<file path="src/rtl/assert_macros.svh">
// ---------------------------------------------------------------------------
// assert_macros.svh
// Assertion shorthands shared by the RTL of the phase derivative unit.
// ---------------------------------------------------------------------------
`ifndef ASSERT_MACROS_SVH
`define ASSERT_MACROS_SVH

// Same-cycle implication, disabled while reset is high.
`define ASSERT_IMP(lbl, clk, rst, ante, cons) \
  lbl: assert property (@(posedge clk) disable iff (rst) (ante) |-> (cons)) \
    else $error("kpd assertion failed");

// Next-cycle implication, disabled while reset is high.
`define ASSERT_NXT(lbl, clk, rst, ante, cons) \
  lbl: assert property (@(posedge clk) disable iff (rst) (ante) |=> (cons)) \
    else $error("kpd assertion failed");

`endif

</file>
<file path="src/rtl/kpd_pkg.sv">
// ---------------------------------------------------------------------------
// kpd_pkg
// Types, codes and the microcode table of the phase derivative unit.
// ---------------------------------------------------------------------------
package kpd_pkg;

  localparam int DEF_OSC_COUNT        = 64;
  localparam int DEF_PHASE_BITS       = 16;
  localparam int DEF_SINE_TABLE_DEPTH = 256;

  localparam int ACC_W = 48;

  typedef enum logic [1:0] {
    REQ_COUPLING = 2'd0,
    REQ_PHASE    = 2'd1,
    REQ_FREQ     = 2'd2,
    REQ_COMPUTE  = 2'd3
  } req_kind_t;

  typedef struct packed {
    logic [1:0]         req_type;
    logic [5:0]         osc_index;
    logic [5:0]         col_index;
    logic [15:0]        phase_value;
    logic signed [15:0] coupling_value;
    logic signed [31:0] freq_value;
    logic               fixed_flag;
    logic signed [31:0] noise_value;
  } req_t;

  typedef struct packed {
    logic [5:0]         result_index;
    logic signed [47:0] phase_rate;
    logic               saturated;
  } res_t;

  // Sequencer steps.
  typedef enum logic [2:0] {
    STEP_IDLE     = 3'd0,
    STEP_FETCH    = 3'd1,
    STEP_LOAD     = 3'd2,
    STEP_LOOP     = 3'd3,
    STEP_DRAIN    = 3'd4,
    STEP_WAIT_OUT = 3'd5,
    STEP_EMIT     = 3'd6
  } step_t;

  // Jump conditions: when met, go to the target step; otherwise advance.
  typedef enum logic [2:0] {
    COND_NONE     = 3'd0,
    COND_ALWAYS   = 3'd1,
    COND_NOT_GO   = 3'd2,
    COND_MORE_J   = 3'd3,
    COND_BUSY     = 3'd4,
    COND_OUT_FULL = 3'd5
  } cond_t;

  typedef struct packed {
    logic  accept_en;
    logic  fetch_row;
    logic  load_row;
    logic  issue;
    logic  load_out;
    cond_t cond;
    step_t target;
  } ctrl_word_t;

  // Write and start strobes from the request transfer.
  typedef struct packed {
    logic wr_coup;
    logic wr_phase;
    logic wr_freq;
    logic start;
  } req_ctrl_t;

  typedef struct packed {
    logic more_j;
    logic busy;
  } dp_status_t;

  typedef struct packed {
    logic compute_go;
    logic more_j;
    logic busy;
    logic out_full;
  } seq_status_t;

  localparam ctrl_word_t CW_NOP = '{
    accept_en: 1'b0, fetch_row: 1'b0, load_row: 1'b0, issue: 1'b0,
    load_out: 1'b0, cond: COND_ALWAYS, target: STEP_IDLE
  };

  // Microcode table, one control word per step.
  function automatic ctrl_word_t ucode_word(input step_t s);
    ctrl_word_t w;
    w = CW_NOP;
    case (s)
      STEP_IDLE: begin
        w.accept_en = 1'b1;
        w.cond      = COND_NOT_GO;
        w.target    = STEP_IDLE;
      end
      STEP_FETCH: begin
        w.fetch_row = 1'b1;
        w.cond      = COND_NONE;
      end
      STEP_LOAD: begin
        w.load_row = 1'b1;
        w.cond     = COND_NONE;
      end
      STEP_LOOP: begin
        w.issue  = 1'b1;
        w.cond   = COND_MORE_J;
        w.target = STEP_LOOP;
      end
      STEP_DRAIN: begin
        w.cond   = COND_BUSY;
        w.target = STEP_DRAIN;
      end
      STEP_WAIT_OUT: begin
        w.cond   = COND_OUT_FULL;
        w.target = STEP_WAIT_OUT;
      end
      STEP_EMIT: begin
        w.load_out = 1'b1;
        w.cond     = COND_ALWAYS;
        w.target   = STEP_IDLE;
      end
      default: w = CW_NOP;
    endcase
    return w;
  endfunction

endpackage

</file>
<file path="src/rtl/kpd_sequencer.sv">
// ---------------------------------------------------------------------------
// kpd_sequencer
// Step counter over the microcode table with conditional jumps.
// ---------------------------------------------------------------------------
`include "assert_macros.svh"

module kpd_sequencer
  import kpd_pkg::*;
(
  input  logic        clk,
  input  logic        rst,
  input  seq_status_t status,
  output ctrl_word_t  ctrl
);

  step_t upc;
  step_t upc_next;
  logic  cond_met;

  // Next step.
  always_comb begin
    case (ctrl.cond)
      COND_NONE:     cond_met = 1'b0;
      COND_ALWAYS:   cond_met = 1'b1;
      COND_NOT_GO:   cond_met = !status.compute_go;
      COND_MORE_J:   cond_met = status.more_j;
      COND_BUSY:     cond_met = status.busy;
      COND_OUT_FULL: cond_met = status.out_full;
      default:       cond_met = 1'b1;
    endcase
    upc_next = cond_met ? ctrl.target : step_t'(3'(upc) + 3'd1);
  end

  // Control word of the current step.
  always_comb begin
    ctrl = ucode_word(upc);
  end

  always_ff @(posedge clk) begin
    if (rst) begin
      upc <= STEP_IDLE;
    end else begin
      upc <= upc_next;
    end
  end

  `ASSERT_NXT(a_loop_exit, clk, rst, ctrl.issue && !status.more_j, upc == STEP_DRAIN)

endmodule

</file>
<file path="config.mk">
export PLATFORM = sky130hd
export DESIGN_NAME = kpd_sequencer
export DESIGN_NICKNAME = d
export VERILOG_FILES = /design/src/rtl/kpd_pkg.sv /design/src/rtl/kpd_sequencer.sv
export VERILOG_INCLUDE_DIRS = /design/src /design/src/rtl
export SDC_FILE = /design/constraint.sdc
export NUM_CORES = 1
export LEC_CHECK = 0
export BUFFER_PORTS_ARGS = -buffer_cell sky130_fd_sc_hd__clkbuf_2
export CAP_MARGIN = 0
export CORE_AREA = 10 10 47 49
export DETAILED_ROUTE_END_ITERATION = 6
export DIE_AREA = 0 0 57 59
export SYNTH_ARGS = -nofsm -noshare
export SYNTH_HDL_FRONTEND = slang
export SYNTH_SLANG_ARGS = --single-unit
export TNS_END_PERCENT = 20
</file>
<file path="constraint.sdc">
create_clock -name clk -period 1.8 [get_ports clk]
set_input_delay 0.27 -clock clk [delete_from_list [all_inputs] [get_ports clk]]
set_output_delay 0.27 -clock clk [all_outputs]
set_load 0.01 [all_outputs]
</file>
After elaboration in Yosys (flattened, before gate mapping)
Cells that the tools add are included.
- bits in registers: 3
- input bits: 6
- output and inout port bits: 11
- logic and storage cells: 25
- $add $sub $neg: 1
- equality and inequality tests: 10
- multiplexer cells: 9
- reductions and logical operators: 4
- operators with widths (cell ; count):
    $eq 3x3->1 const B ; 5
    $pmux 3 s5 ; 1
    $eq 3x2->1 const B ; 4
    $pmux 3 s3 ; 1
    $logic_not 3->1 ; 2
    $mux 1 ; 5
    $pmux 1 s5 ; 1
    $add 3x1->3 const B ; 1
    $eq 3x1->1 const B ; 1
    $mux 3 ; 1
    $reduce_or 2->1 ; 1
    $logic_not 1->1 ; 1

Depth between registers and ports, before layout
- word-level depth: 6
- depth in mapped cells: 7

Worst setup path after synthesis
Ideal clock, no wire load.
- path kind: register to register
- start point: register upc[0]
- end point: register upc[0]
- library setup time: 0.079 ns
- data arrival time: 1.736 ns
- slack: -0.015 ns
- cell stages (with the launch flop): 8
- clock period less this slack: 1.815 ns
- path through: dfxtp_1 ha_1 ha_1 buf_2 nor4b_1 a2111o_1 and4_1 a211oi_2
- cells in the longest elaborated chain, start to end: 6
- elaborated cells on any way between the ends: 17
- those cells by class: add/sub: 1; eq/ne: 9; mux: 4; reduce/logical: 3
- ends and longest elaborated chain (what ; RTL line ; RTL):
    start: declaration ; kpd_sequencer.sv:16 ; step_t upc;
    start signal: assignment ; kpd_sequencer.sv:43 ; upc <= upc_next;
    $eq 3x2->1 or $eq 3x1->1 (tied branches) ; kpd_pkg.sv:97 ; case (s)
    $reduce_or 2->1 (no source line) ; -- ;
    $pmux 3 s5 ; kpd_pkg.sv:97 ;
    $eq 3x3->1 (tied with other cells) ; kpd_sequencer.sv:22 ; case (ctrl.cond)
    $pmux 1 s5 ; kpd_sequencer.sv:22 ;
    $mux 3 * ; kpd_sequencer.sv:31 ; upc_next = cond_met ? ctrl.target : step_t'(3'(upc) + 3'd1);
Mark *: on every way between the ends. The rest lies on a longest branch, timed or not.
A chain may end at the register's enable or synchronous reset.

==> flow_metrics.tcl <==
set metrics [dict create \
    reg2regPathDepth 6 \
    vias 389 \
    cp.required_ns 1.53 \
    layout_commonest_cell "clkbuf_2" \
    drt-wirelength-per-cell_um 12.27 \
    yosys.area.top_type "ha_1" \
    startpoint "upc[0]" \
    cp_max_fo 7 \
    fin_cells 83 \
    rsz0062_at_grt "no" \
    hold_viol_final 0 \
    clockBufferDepth 2 \
    crit_type "register to primary output" \
    clkLatencyLatePin_ns 0.23 \
    wl_met2_um 558 \
    grt_usage 0.06002 \
    drive_gt1_frac 0.5224 \
    drc 0 \
    cts_tree "built" \
    fp.coreArea_sq_mm 0.001401 \
    cp-start-kind "register" \
    top_layer "met3" \
    r2r-end "upc[0]" \
    avgSynthCellArea_sq_um 7.773 \
    wl_um 1018 \
    port_buffers 16 \
    largest_reg_flops 3 \
    ys_ff_latch 3 \
    setup_viol_count_final 0 \
    fillCellCount 156 \
    r2r_slack_ns 0.11 \
    die_y_um 59 \
    overflow 0 \
    leakage_nw 0.2690 \
    regMostFlops "upc" \
    ios 17 \
    grt_max_degree 11 \
    dr.first_iter.drc_count 3 \
    final_net_count 79 \
    top_regs "upc: 3 flops" \
    max_clock_freq_ghz 0.5745 \
    grt_pass1_wl_um 1649 \
    wl_met3_um 51 \
    area_growth_pct 57.19 \
    gp_congestion 0.8150 \
    design_area_sq_um 574.3 \
    power_density_mw_per_mm2 1562 \
    fin_skew_ns 0.0001957 \
    grt_pass1_vias 386 \
    fin_crit_ns 1.741 \
    antenna_found_initial 0 \
    clock_sinks 3 \
    crit_arrival_ns 1.47 \
    drt-vias-per-instance 4.687 \
    die-area_sq_mm 0.003363 \
    r2r-start "upc[1]" \
    setup.worst_path.end_class "primary output" \
    synth_top_area_share 0.1712 \
    clk_pin_slew_ns 0.03 \
    cap_violations 0 \
    maxSlewHeadroom 0.7525 \
    irDropWorstVdd_v 0.0007890 \
    antennaDiodeCount 0 \
    min_to "upc[0]" \
    synth.distinct_cells 27 \
    yosys_warnings 0 \
    slew_violations 0 \
    holdCritPathClass "primary input to register" \
    synth_area_sq_um 365.4 \
    synthTopCellsByArea "ha_1 (17%), dfxtp_1 (16%), nor2b_1 (6.8%), inv_1 (5.1%), buf_4 (4.1%)" \
    yosysSeqAreaShare 0.1644 \
    regArea_sq_um 65.06 \
    post-place-cells 79 \
    initial_core_util 0.2607 \
    hp-start "rst" \
    final_cell_mix "clkbuf_2 (15), inv_1 (5), nor2b_1 (4), ha_4 (4)" \
    dr.pass1.iters 4 \
    outcome "completed" \
    tightest_slew_ns 0.3666 \
    dp_hpwl_um 803.6 \
    finalPower_mw 0.8972 \
    cts-htree-levels 1 \
    synth_fp_nets 58 \
    wirelength_met1_um 408 \
    cts_inserted_buffers 3 \
    ant_nets 0 \
    cts_root_buffer "clkbuf_4" \
    die_width_um 57 \
    syn_inst 47 \
    placed_area_sq_um 471.7 \
    rows 14 \
    holdPathStages 2 \
    fin_crit_sh 0.9670 \
    multi_input_area_sq_um 324.1 \
]
## power by group
| group | switching (mW) | leakage [nW] | internal [mW] |
|---|---|---|---|
| Combinational | 0.325 | 0.228 | 0.325 |
| Sequential | 0.0328 | 0.0256 | 0.0993 |
| Clock | 0.0318 | 0.0150 | 0.0829 |
| Total | 0.390 | 0.269 | 0.507 |
## synth_stat cells (all sizes together)
library cell	number
ha	5
inv	5
nor2b	4
buf	3
dfxtp	3
nor2	3
a21oi	2
nand2	2
nor3	2
nor3b	2
a2111o	1
a211oi	1
a21bo	1
and2	1
and2b	1
and4	1
and4b	1
clkbuf	1
nand3	1
nand4	1
nor4b	1
o21ai	1
o21bai	1
o311ai	1
o31ai	1
or2	1
## layout make-up
type / count / share of cell area
multi-input combinational: 35 / 0.5643
timing repair buffer: 20 / 0.2091
sequential: 3 / 0.1133
clock buffer: 4 / 0.04575
tap: 16 / 0.03486
inverter: 5 / 0.03268
## kinds of logic after synthesis
logic type / count (synthesis) / synth area share
compound gates: 9 / 0.1986
fa+ha+maj: 5 / 0.1712
buf+inv: 9 / 0.1164
flops: 3 / 0.1644
simple gates: 21 / 0.3493
## metrics by stage
step	hold slack (ns)	setup TNS [ns]	utilization	worst slack, ns
final	0.2570	0	0.4098	0.05933
after global routing	0.2600	0	0.4098	0.0005602
after global placement	0.4921	0	0.3366	0.02630
after CTS	0.2575	-0.03237	0.3616	-0.03105
after floorplan	0.3346	0	-	0.01858
after detailed placement	0.5054	-0.03382	0.3366	-0.01738
## worst max path at each step
| stage | endpoint | depth (start not counted) |
|---|---|---|
| 2_1_floorplan | upc[0] | 7 |
| 3_3_place_gp | upc[0] | 6 |
| 3_5_place_dp | upc[2] | 6 |
| 4_1_cts | ctrl[4] | 5 |
| 5_1_grt | upc[0] | 6 |
| 6_report | ctrl[4] | 5 |
## critical path: stages (launching register included)
cell and delay [ns]:
dfxtp_4 0.36, ha_4 0.17, ha_4 0.17, buf_6 0.13, or2_2 0.29, buf_6 0.12
## metal layers
layer  global-route usage  vias to the layer above
li1                     -                      205
met2               0.1023                        8
met5                    0                        -
met1              0.06161                      176
met4              0.05034                        0
met3              0.01288                        0
## what timing repair did
item | CTS | global route
cloned | 0 | 0
setup endpoints to repair | 7 | 7
setup buffers | 0 | 0
gates resized for setup | 4 | 14
hold buffers | 0 | 0
pin swaps | 0 | 1
(Power assumes the default switching activity.)
